<file path="config.mk">
export PLATFORM = sky130hd
export DESIGN_NAME = component_access_scoreboard
export DESIGN_NICKNAME = d
export VERILOG_FILES = /design/src/cas_pkg.sv /design/src/component_access_scoreboard.sv /design/src/cas_lane.sv /design/src/cas_merge.sv
export SDC_FILE = /design/constraint.sdc
export NUM_CORES = 2
export LEC_CHECK = 0
export ABC_CLOCK_PERIOD_IN_PS = 7400
export BUFFER_PORTS_ARGS = -buffer_cell sky130_fd_sc_hd__clkbuf_2
export CAP_MARGIN = 20
export CORE_AREA = 3 3 314 393
export CTS_CLUSTER_SIZE = 20
export DETAILED_ROUTE_END_ITERATION = 12
export DIE_AREA = 0 0 317 396
export HOLD_SLACK_MARGIN = 0.06
export PLACE_DENSITY_LB_ADDON = 0.25
export SYNTH_ARGS = -nofsm -noshare
export SYNTH_HDL_FRONTEND = slang
export SYNTH_SLANG_ARGS = --single-unit
</file>
<file path="constraint.sdc">
create_clock -name clk -period 7.4 [get_ports clk]
set_input_delay 1.11 -clock clk [delete_from_list [all_inputs] [get_ports clk]]
set_output_delay 1.11 -clock clk [all_outputs]
set_load 0.01 [all_outputs]
</file>
<file path="src/cas_pkg.sv">
// ----------------------------------------------------------------------------
// cas_pkg: shared types and constants
// Slot count, field widths, function and status codes, lane and verdict
// structs for the reader/writer lock table.
// ----------------------------------------------------------------------------
package cas_pkg;

  // slots per request word (ports are fixed to this count)
  localparam int SLOTS   = 4;
  localparam int SLOT_W  = $clog2(SLOTS);
  localparam int SCNT_W  = $clog2(SLOTS + 1);
  localparam int N_W     = 3;
  localparam int FUNC_W  = 2;
  localparam int STAT_W  = 2;
  localparam int FSLOT_W = 2;

  // reader count per entry
  localparam int CNT_W   = 8;
  localparam int CNT_MAX = 255;

  // parameter defaults
  localparam int TABLE_ENTRIES_DEF = 16;
  localparam int ID_BITS_DEF       = 16;

  // function codes (code 3 behaves as check)
  localparam logic [FUNC_W-1:0] FN_CHECK   = 2'd0;
  localparam logic [FUNC_W-1:0] FN_ACQUIRE = 2'd1;
  localparam logic [FUNC_W-1:0] FN_RELEASE = 2'd2;

  // status codes
  localparam logic [STAT_W-1:0] ST_OK       = 2'd0;
  localparam logic [STAT_W-1:0] ST_CONFLICT = 2'd1;
  localparam logic [STAT_W-1:0] ST_NOROOM   = 2'd2;
  localparam logic [STAT_W-1:0] ST_NOTHELD  = 2'd3;

  // what one lane found in the table
  typedef struct packed {
    logic             hit;
    logic [CNT_W-1:0] cnt;
  } lane_res_t;

  // merged outcome of one request
  typedef struct packed {
    logic               granted;
    logic [STAT_W-1:0]  status;
    logic [FSLOT_W-1:0] fault_slot;
  } verdict_t;

endpackage

</file>
<file path="src/component_access_scoreboard.sv">
// ----------------------------------------------------------------------------
// component_access_scoreboard: reader/writer lock table
// Associative table of held resource IDs with per-entry reader counts
// (count zero = one writer). Words check, try-acquire or release up to four
// resources at once, all or nothing.
//
//   channel | ports                                   | flow control
//   --------+-----------------------------------------+--------------------
//   input   | in_func, in_n_components, in_res_id_*,  | start / busy
//           | in_wr_*                                 |
//   result  | out_granted, out_status, out_fault_slot | out_valid strobe
//
// Sequence: a word taken at an edge is evaluated in the next cycle; the four
// slot lanes look up the table in parallel and the merge stage forms the
// verdict, which shows on the result ports in the following cycle for one cycle.
// An applied acquire or release then walks its slots one per cycle through
// the table, so busy stays high through evaluation and until the last slot in
// use is committed (commit only when applied), otherwise through evaluation.
// Reset (rst_n low, synchronous) empties the table at once; no sweep.
// The receiver cannot stall; a result is never held back.
// ----------------------------------------------------------------------------
module component_access_scoreboard #(
  parameter int TABLE_ENTRIES = cas_pkg::TABLE_ENTRIES_DEF,
  parameter int ID_BITS       = cas_pkg::ID_BITS_DEF
) (
  input  logic                         clk,
  input  logic                         rst_n,
  // input word
  input  logic                         start,
  output logic                         busy,
  input  logic [cas_pkg::FUNC_W-1:0]   in_func,
  input  logic [cas_pkg::N_W-1:0]      in_n_components,
  input  logic [ID_BITS-1:0]           in_res_id_0,
  input  logic [ID_BITS-1:0]           in_res_id_1,
  input  logic [ID_BITS-1:0]           in_res_id_2,
  input  logic [ID_BITS-1:0]           in_res_id_3,
  input  logic                         in_wr_0,
  input  logic                         in_wr_1,
  input  logic                         in_wr_2,
  input  logic                         in_wr_3,
  // result word
  output logic                         out_valid,
  output logic                         out_granted,
  output logic [cas_pkg::STAT_W-1:0]   out_status,
  output logic [cas_pkg::FSLOT_W-1:0]  out_fault_slot
);

  localparam int S     = cas_pkg::SLOTS;
  localparam int IDX_W = $clog2(TABLE_ENTRIES);
  localparam int UW    = $clog2(TABLE_ENTRIES + 1);

  // sequencer
  localparam logic [1:0] S_IDLE   = 2'd0;
  localparam logic [1:0] S_EVAL   = 2'd1;
  localparam logic [1:0] S_COMMIT = 2'd2;

  logic [1:0] state_r, state_nxt;
  logic [cas_pkg::SLOT_W-1:0] slot_r, slot_nxt;

  // captured word
  logic [cas_pkg::FUNC_W-1:0] func_r;
  logic [cas_pkg::SCNT_W-1:0] n_r;
  logic [ID_BITS-1:0]         ids_r [S];
  logic [S-1:0]               wr_r;
  logic [ID_BITS-1:0]         ids_in [S];
  logic                       accept;

  // table
  logic [TABLE_ENTRIES-1:0]   valid_r, valid_nxt;
  logic [ID_BITS-1:0]         id_r  [TABLE_ENTRIES];
  logic [cas_pkg::CNT_W-1:0]  cnt_r [TABLE_ENTRIES];
  logic [UW-1:0]              used_r, used_nxt;

  // lanes and merge
  cas_pkg::lane_res_t         lane_res [S];
  logic [IDX_W-1:0]           lane_idx [S];
  cas_pkg::verdict_t          verdict;

  // commit path
  logic                       sel_hit;
  logic [IDX_W-1:0]           sel_idx;
  logic [cas_pkg::CNT_W-1:0]  sel_cnt;
  logic                       sel_add;
  logic [TABLE_ENTRIES-1:0]   free_vec, free_low;
  logic [IDX_W-1:0]           free_idx;
  logic                       tw_en;
  logic [IDX_W-1:0]           tw_idx;
  logic [cas_pkg::CNT_W-1:0]  tw_cnt;
  logic                       last_slot;
  logic                       applies;

  // result register
  logic                       out_valid_r;
  cas_pkg::verdict_t          out_r;

  assign busy   = (state_r != S_IDLE);
  assign accept = start && !busy;

  assign ids_in[0] = in_res_id_0;
  assign ids_in[1] = in_res_id_1;
  assign ids_in[2] = in_res_id_2;
  assign ids_in[3] = in_res_id_3;

  // capture the word; slot count clipped to the slot total
  always_ff @(posedge clk) begin
    if (accept) begin
      func_r <= in_func;
      n_r    <= (in_n_components > cas_pkg::N_W'(S)) ? cas_pkg::SCNT_W'(S)
                                                    : cas_pkg::SCNT_W'(in_n_components);
      for (int k = 0; k < S; k++) ids_r[k] <= ids_in[k];
      wr_r   <= {in_wr_3, in_wr_2, in_wr_1, in_wr_0};
    end
  end

  // one lookup lane per slot; lanes stay live during commit so each step
  // sees the table as left by the step before
  for (genvar k = 0; k < S; k++) begin : g_lane
    cas_lane #(
      .TABLE_ENTRIES (TABLE_ENTRIES),
      .ID_BITS       (ID_BITS)
    ) u_lane (
      .id        (ids_r[k]),
      .tbl_valid (valid_r),
      .tbl_id    (id_r),
      .tbl_cnt   (cnt_r),
      .res       (lane_res[k]),
      .idx       (lane_idx[k])
    );
  end

  cas_merge #(
    .TABLE_ENTRIES (TABLE_ENTRIES),
    .ID_BITS       (ID_BITS)
  ) u_merge (
    .func    (func_r),
    .n       (n_r),
    .ids     (ids_r),
    .wr      (wr_r),
    .lane    (lane_res),
    .used    (used_r),
    .verdict (verdict)
  );

  // lowest free entry for a new ID
  assign free_vec = ~valid_r;
  assign free_low = free_vec & (~free_vec + TABLE_ENTRIES'(1));

  always_comb begin
    free_idx = '0;
    for (int e = 0; e < TABLE_ENTRIES; e++) begin
      if (free_low[e]) free_idx = free_idx | IDX_W'(e);
    end
  end

  assign sel_hit   = lane_res[slot_r].hit;
  assign sel_idx   = lane_idx[slot_r];
  assign sel_cnt   = lane_res[slot_r].cnt;
  assign sel_add   = !wr_r[slot_r];
  assign last_slot = (cas_pkg::SCNT_W'(slot_r) + cas_pkg::SCNT_W'(1) == n_r);
  assign applies   = verdict.granted && (n_r != '0)
                  && (func_r == cas_pkg::FN_ACQUIRE || func_r == cas_pkg::FN_RELEASE);

  // one slot applied per commit cycle, in slot order
  always_comb begin
    valid_nxt = valid_r;
    used_nxt  = used_r;
    tw_en     = 1'b0;
    tw_idx    = sel_idx;
    tw_cnt    = sel_cnt;
    if (state_r == S_COMMIT) begin
      if (func_r == cas_pkg::FN_RELEASE) begin
        if (sel_cnt <= cas_pkg::CNT_W'(1)) begin
          valid_nxt[sel_idx] = 1'b0;
          used_nxt           = used_r - UW'(1);
        end else begin
          tw_en  = 1'b1;
          tw_cnt = sel_cnt - cas_pkg::CNT_W'(1);
        end
      end else if (sel_hit) begin
        tw_en  = 1'b1;
        tw_cnt = sel_cnt + cas_pkg::CNT_W'(sel_add);
      end else begin
        tw_en               = 1'b1;
        tw_idx              = free_idx;
        tw_cnt              = cas_pkg::CNT_W'(sel_add);
        valid_nxt[free_idx] = 1'b1;
        used_nxt            = used_r + UW'(1);
      end
    end
  end

  always_ff @(posedge clk) begin
    if (tw_en) begin
      id_r[tw_idx]  <= ids_r[slot_r];
      cnt_r[tw_idx] <= tw_cnt;
    end
  end

  always_comb begin
    state_nxt = state_r;
    slot_nxt  = slot_r;
    unique case (state_r)
      S_IDLE: begin
        if (accept) state_nxt = S_EVAL;
      end
      S_EVAL: begin
        slot_nxt  = '0;
        state_nxt = applies ? S_COMMIT : S_IDLE;
      end
      S_COMMIT: begin
        slot_nxt = slot_r + cas_pkg::SLOT_W'(1);
        if (last_slot) state_nxt = S_IDLE;
      end
      default: state_nxt = S_IDLE;
    endcase
  end

  always_ff @(posedge clk) begin
    if (!rst_n) begin
      state_r     <= S_IDLE;
      slot_r      <= '0;
      valid_r     <= '0;
      used_r      <= '0;
      out_valid_r <= 1'b0;
    end else begin
      state_r     <= state_nxt;
      slot_r      <= slot_nxt;
      valid_r     <= valid_nxt;
      used_r      <= used_nxt;
      out_valid_r <= (state_r == S_EVAL);
    end
  end

  always_ff @(posedge clk) begin
    if (state_r == S_EVAL) out_r <= verdict;
  end

  assign out_valid      = out_valid_r;
  assign out_granted    = out_r.granted;
  assign out_status     = out_r.status;
  assign out_fault_slot = out_r.fault_slot;

`ifndef SYNTHESIS
  // occupancy counter tracks the valid bits
  a_used_count: assert property (@(posedge clk) disable iff (!rst_n)
    used_r == UW'($countones(valid_r)))
    else $error("used count out of step with valid bits");

  // a strobe only follows an evaluate cycle
  a_strobe_src: assert property (@(posedge clk) disable iff (!rst_n)
    out_valid_r |-> $past(state_r == S_EVAL))
    else $error("result strobe without evaluation");

  // a release being applied always finds its entry
  a_rel_hit: assert property (@(posedge clk) disable iff (!rst_n)
    (state_r == S_COMMIT && func_r == cas_pkg::FN_RELEASE) |-> sel_hit)
    else $error("release commit missed the table");

  // a new entry during acquire always has room
  a_room: assert property (@(posedge clk) disable iff (!rst_n)
    (state_r == S_COMMIT && func_r == cas_pkg::FN_ACQUIRE && !sel_hit) |-> !(&valid_r))
    else $error("acquire commit with a full table");
`endif

endmodule

</file>
<file path="src/cas_lane.sv">
// ----------------------------------------------------------------------------
// cas_lane: one slot's associative lookup
// Compares one resource ID against every table entry and returns the lowest
// matching entry, its index and its reader count.
// ----------------------------------------------------------------------------
module cas_lane #(
  parameter int TABLE_ENTRIES = cas_pkg::TABLE_ENTRIES_DEF,
  parameter int ID_BITS       = cas_pkg::ID_BITS_DEF,
  localparam int IDX_W        = $clog2(TABLE_ENTRIES)
) (
  input  logic [ID_BITS-1:0]       id,
  input  logic [TABLE_ENTRIES-1:0] tbl_valid,
  input  logic [ID_BITS-1:0]       tbl_id  [TABLE_ENTRIES],
  input  logic [cas_pkg::CNT_W-1:0] tbl_cnt [TABLE_ENTRIES],
  output cas_pkg::lane_res_t       res,
  output logic [IDX_W-1:0]         idx
);

  logic [TABLE_ENTRIES-1:0] match;
  logic [TABLE_ENTRIES-1:0] first;

  always_comb begin
    for (int e = 0; e < TABLE_ENTRIES; e++) begin
      match[e] = tbl_valid[e] && (tbl_id[e] == id);
    end
  end

  // isolate lowest set bit
  assign first = match & (~match + TABLE_ENTRIES'(1));

  always_comb begin
    idx     = '0;
    res.cnt = '0;
    for (int e = 0; e < TABLE_ENTRIES; e++) begin
      if (first[e]) begin
        idx     = idx | IDX_W'(e);
        res.cnt = res.cnt | tbl_cnt[e];
      end
    end
    res.hit = |match;
  end

endmodule

</file>
<file path="src/cas_merge.sv">
// ----------------------------------------------------------------------------
// cas_merge: combine lane lookups into one verdict
// Handles repeated IDs inside a word, conflict, room and saturation checks, release
// checks, and picks the lowest faulting slot.
// ----------------------------------------------------------------------------
module cas_merge #(
  parameter int TABLE_ENTRIES = cas_pkg::TABLE_ENTRIES_DEF,
  parameter int ID_BITS       = cas_pkg::ID_BITS_DEF,
  localparam int UW           = $clog2(TABLE_ENTRIES + 1)
) (
  input  logic [cas_pkg::FUNC_W-1:0]  func,
  input  logic [cas_pkg::SCNT_W-1:0]  n,
  input  logic [ID_BITS-1:0]          ids  [cas_pkg::SLOTS],
  input  logic [cas_pkg::SLOTS-1:0]   wr,
  input  cas_pkg::lane_res_t          lane [cas_pkg::SLOTS],
  input  logic [UW-1:0]               used,
  output cas_pkg::verdict_t           verdict
);

  localparam int S     = cas_pkg::SLOTS;
  localparam int CUM_W = cas_pkg::CNT_W + 2;

  logic [S-1:0]                act;
  logic [S-1:0]                fresh;
  logic [cas_pkg::SCNT_W-1:0]  rank   [S];
  logic [cas_pkg::SCNT_W-1:0]  rd_cnt [S];
  logic [cas_pkg::SCNT_W-1:0]  rl_cnt [S];
  logic [S-1:0]                f_conf;
  logic [S-1:0]                f_room;
  logic [S-1:0]                f_rel;
  logic [S-1:0]                fault;
  logic [S-1:0]                low;
  logic [cas_pkg::STAT_W-1:0]  code;

  always_comb begin
    for (int k = 0; k < S; k++) begin
      act[k] = (cas_pkg::SCNT_W'(k) < n);
    end
  end

  // per-slot counts over this and earlier slots of the same word
  always_comb begin
    logic seen;
    for (int k = 0; k < S; k++) begin
      seen      = 1'b0;
      rank[k]   = '0;
      rd_cnt[k] = '0;
      rl_cnt[k] = '0;
      for (int j = 0; j < S; j++) begin
        if (j < k && act[j] && ids[j] == ids[k]) seen = 1'b1;
        if (j <= k && act[j] && ids[j] == ids[k]) begin
          rl_cnt[k] = rl_cnt[k] + cas_pkg::SCNT_W'(1);
          if (!wr[j]) rd_cnt[k] = rd_cnt[k] + cas_pkg::SCNT_W'(1);
        end
      end
      fresh[k] = act[k] && !lane[k].hit && !seen;
    end
    for (int k = 0; k < S; k++) begin
      for (int j = 0; j < S; j++) begin
        if (j < k && fresh[j]) rank[k] = rank[k] + cas_pkg::SCNT_W'(1);
      end
    end
  end

  always_comb begin
    logic [CUM_W-1:0]         cum;
    logic [cas_pkg::CNT_W-1:0] allow;
    for (int k = 0; k < S; k++) begin
      f_conf[k] = act[k] && lane[k].hit && (wr[k] || lane[k].cnt == '0);
      cum = (lane[k].hit ? CUM_W'(lane[k].cnt) : '0) + CUM_W'(rd_cnt[k]);
      f_room[k] = (fresh[k] && ((UW + 1)'(used) + (UW + 1)'(rank[k])
                               >= (UW + 1)'(TABLE_ENTRIES)))
               || (act[k] && !wr[k] && cum > CUM_W'(cas_pkg::CNT_MAX));
      allow = (lane[k].cnt == '0) ? cas_pkg::CNT_W'(1) : lane[k].cnt;
      f_rel[k] = act[k] && (!lane[k].hit
               || cas_pkg::CNT_W'(rl_cnt[k]) > allow);
    end
  end

  always_comb begin
    case (func)
      cas_pkg::FN_RELEASE: begin
        fault = f_rel;
        code  = cas_pkg::ST_NOTHELD;
      end
      cas_pkg::FN_ACQUIRE: begin
        fault = (|f_conf) ? f_conf : f_room;
        code  = (|f_conf) ? cas_pkg::ST_CONFLICT : cas_pkg::ST_NOROOM;
      end
      default: begin
        fault = f_conf;
        code  = cas_pkg::ST_CONFLICT;
      end
    endcase
  end

  assign low = fault & (~fault + S'(1));

  always_comb begin
    verdict.fault_slot = '0;
    for (int k = 0; k < S; k++) begin
      if (low[k]) verdict.fault_slot = verdict.fault_slot | cas_pkg::FSLOT_W'(k);
    end
    verdict.granted = ~|fault;
    verdict.status  = (|fault) ? code : cas_pkg::ST_OK;
  end

endmodule
</file>
==> impl_results.md <==
* Fraction of the core area covered by cells at the end of the flow at 37.8%
* Overall die area at 126,000 um^2
* Clock transition at the registers of the reported paths at around 0.06 ns
* Leading area contributor after synthesis: sky130_fd_sc_hd__edfxtp_1
* Remaining DRCs at 0
* Starting Density at 32.9%
* Internal at 0.00528 W
* H-tree depth reported by CTS at 2
* Post-route ant nets at 0
* Grt met3 use at 7.14%
* PnR worst setup slack at ~0.13 ns
* Psw at 0.00220 W
* Total CTS buffers at between 50 and 60
* Worst rel slew slack at approximately 17%
* Core region area at roughly 120,000 um^2
* Row count at 142
* Post-detailed-route wirelength per cell at 39.3 um
* Fraction of layout instances using a drive strength above 1 at 16.5%
* Part of the power in combinational logic at roughly 16%
* First-pass GRT wire length at ~300,000 um
* Initial drt markers at 4,957
* Overall global routing resource usage at 35.1%
* Busiest layer in global routing: met2
* Met1 Resource Use GR at about two fifths
* Largest delay share family, worst path: simple AND/OR/NAND/NOR gates
* Synth Cell Area at 39,500 um^2
* Cell type of the slowest stage on the worst timing path: sky130_fd_sc_hd__edfxtp_1
* I/O pin count at 83
* Largest net degree at the start of global routing at 58
* CP endpoint kind: flop
* Final Wtd Congestion at 1.05
* Detailed Routing Iterations Pass 1 at 6
* Actual transition at the worst max-transition pin at 1.23 ns
* Final-stage net count at 4,226
* Vias at 36,100
* Synth top cells by count: sky130_fd_sc_hd__xnor2_1, sky130_fd_sc_hd__edfxtp_1, sky130_fd_sc_hd__xor2_1
* DPL Wire Length at 169,000 um
* Async set-or-reset flop fraction in the synthesized netlist at 0%
* Ordered list of cells on the worst path: buf_4, xnor2_1, nand4_1, nor4_1, a22oi_2, and4_1, nand4_1, o221ai_1, a211oi_2, a221oi_2, buf_4, inv_1, ha_1, nor2_1, inv_1, and3_1, nand2_1, o21bai_1, and3b_1, buf_4
* Areal power density over the cells at 165 nW/um^2
* Signal arrival time at the worst endpoint at between 7 and 8 ns
* Combined buffer and inverter count along the critical path at 5
* Crit path largest cell delay at about 1.0 ns
* Proportion of synthesized chip area in sequential cells at 36.4%
* Maximum clock skew at final layout at 0.0413 ns
* Final hold violations at 0
* Fin crit share at between 90% and 100%
* Number of global-route vias before repair at 35,000
* Setup slack of the worst register-to-register path at 0.13 ns
* Longest Clk Path Bufs at 3
* Status: completed
* Count of endpoints failing setup in the final report at 0
* CTS tree: built
* Buffer count from post-CTS setup fixing at 0
* Post_cts resized at 0
* Cells after Synth at 3,876
* Yosys warning count at 0
* F_max at 138 MHz
* Synth-to-Final Area Change at 14.8%
* Syn nets at 4,004
* Number of enable flip-flop cells after synthesis at around 460
* Hold/Removal Path Class: flop to flop
* LEAKAGE at 15.0 nW
* Highest ir drop seen on vdd at 0.000183 V
* Maximum fanout along the worst path at 9
* Clock root cell: sky130_fd_sc_hd__clkbuf_16
* Required @ worst endpoint at 7.82 ns
* Most repeated cell in the gate-level netlist after synthesis: sky130_fd_sc_hd__xnor2_1
* Top-area cell type share of the netlist area at 35.1%
* Residual overflow from global routing at 0
* Final worst hold slack at between 0.5 and 0.6 ns
* Number of clock sinks at 488
* Total routed wirelength at 225,000 um
* Number of antenna violations at the first check in global routing at 6
* Net switching share of the total power at 29.5%
* Final period demand of the worst path at 7.27 ns
* Most used cell, CP: sky130_fd_sc_hd__buf_4
* Fraction of met2 tracks used by global routing at 54.4%
* Unrepaired setup endpoints after global routing: no
* Main synth FF type: sky130_fd_sc_hd__edfxtp_1
* Height of the chip at around 400 um
* Critical Setup Path Class: flop to flop
* Synthesized area divided by synthesized cell count at 10.2 um^2
* Count of final max-slew check failures at 0
* Clock network fraction of total power at 41.8%
* Number of maximum-capacitance constraint violations at 0
* Buffers added on ports at a little over 80
* Sequential fraction of design power at 42.6%
* Fin Setup TNS at 0 ns
* Average vias per placed instance at 6.31
* Number of register bits inferred by synthesis at 488
* Skew-Pair Late Insertion Delay at 0.70 ns
* Number of buffers inserted by hold repair at cts at 0
* Horizontal die dimension at about 320 um
* Distinct cells, synth at 122
* Setup slack at placement at around 0.6 ns
* Ranking of synthesized cells by area: sky130_fd_sc_hd__edfxtp_1, sky130_fd_sc_hd__xnor2_1, sky130_fd_sc_hd__xor2_1
* Type of origin of the critical path: flop
[sequential cells by signal, summed over array words and instances (netlist names)]
register,count
id_r,256
cnt_r,128
ids_r,64
valid_r,16
used_r,5
wr_r,4
n_r,3
func_r,2
out_fault_slot,2
out_status,2
slot_r,2
state_r,2
out_granted,1
out_valid,1
[cell families after synthesis]
logic type	Yosys count	synth area share, %
DFF	488	36.4
and+or+nand+nor	1198	17.2
buffers and inverters	362	5.51
AOI/OAI and AO/OA	599	12.2
xor gates and xnor gates	1129	25.0
adders and majority gates	52	1.72
muxes	48	1.84
[metrics by stage]
step                      total power [W]  instances  cell area (um^2)
final                             0.00748       5731             45300
after CTS                         0.00746       5727             45300
after global placement            0.00436       5617             43300
after detailed placement          0.00437       5621             43300
after global routing              0.00764       5730             45300
after floorplan                   0.00389       3876             39500
[cell usage in the layout (no fill, tap or decap), drive strengths merged, types with 13 or more instances in the layout]
cell type	Yosys	final
xnor2	712	712
edfxtp	462	462
xor2	417	417
buf	162	335
nand4	210	210
nand2	185	185
nor2	166	166
nand3	147	147
nor4	145	145
clkbuf	93	144
inv	107	114
nor3	113	113
o21ai	81	81
a21oi	65	65
ha	48	48
and3	43	43
and2	41	41
o2111ai	33	33
or4	32	32
a22oi	32	32
a32oi	28	28
dfxtp	26	26
or3	25	25
o22ai	24	24
o211ai	23	23
a31oi	23	23
a211oi	23	23
a221oi	23	23
o221ai	22	22
clkinv	0	21
or2	20	20
mux4	18	18
a221o	17	17
mux2	16	16
o32ai	16	16
o21a	14	14
mux2i	14	14
nand2b	14	14
o31ai	14	14
nor2b	13	13
[worst register-to-register path, stage by stage (launching register included)]
cell and delay [ns]:
sky130_fd_sc_hd__edfxtp_1 1.04, sky130_fd_sc_hd__buf_4 0.36, sky130_fd_sc_hd__xnor2_1 0.14, sky130_fd_sc_hd__nand4_1 0.18, sky130_fd_sc_hd__nor4_1 0.78, sky130_fd_sc_hd__a22oi_2 0.31
sky130_fd_sc_hd__and4_1 0.35, sky130_fd_sc_hd__nand4_1 0.31, sky130_fd_sc_hd__o221ai_1 0.48, sky130_fd_sc_hd__a211oi_2 0.62, sky130_fd_sc_hd__a221oi_2 0.10, sky130_fd_sc_hd__buf_4 0.19
sky130_fd_sc_hd__inv_1 0.10, sky130_fd_sc_hd__ha_1 0.17, sky130_fd_sc_hd__nor2_1 0.05, sky130_fd_sc_hd__inv_1 0.07, sky130_fd_sc_hd__and3_1 0.18, sky130_fd_sc_hd__nand2_1 0.21
sky130_fd_sc_hd__o21bai_1 0.81, sky130_fd_sc_hd__and3b_1 0.35, sky130_fd_sc_hd__buf_4 0.21
[power groups by stage]
stage                     clock network (W)  logic, W  registers (W)
after detailed placement                  0   0.00113        0.00324
after global routing                0.00326   0.00120        0.00318
after CTS                           0.00315   0.00113        0.00318
after floorplan                           0  0.000735        0.00315
final                               0.00312   0.00117        0.00318
after global placement                    0   0.00112        0.00324
[metal layers]
layer | share of wire, % | wire length, um | vias up
li1 | - | - | 14800
met1 | 36 | 81300 | 17800
met2 | 44 | 99500 | 2644
met3 | 9.4 | 21200 | 884
met4 | 10 | 23300 | 0
met5 | 0 | 0 | -
[final timing paths]
kind,from,to,depth (start not counted)
worst min-delay path,used_r[3],used_r[3],2
worst max register to register,ids_r[62],cnt_r[4],20
worst min register to register,used_r[3],used_r[3],2
worst max-delay path,ids_r[62],cnt_r[4],20
[layout make-up]
cell class | instances | area, um^2
well taps | 1584 | 1980
clock inverters | 46 | 592
flip-flops and latches | 488 | 14400
clock buffers | 60 | 1420
inverters | 107 | 402
diodes | 1 | 2.50
repair buffers | 419 | 3530
fillers | 12000 | 74600
multi-input cells | 3026 | 23000
(Power assumes the default switching activity.)
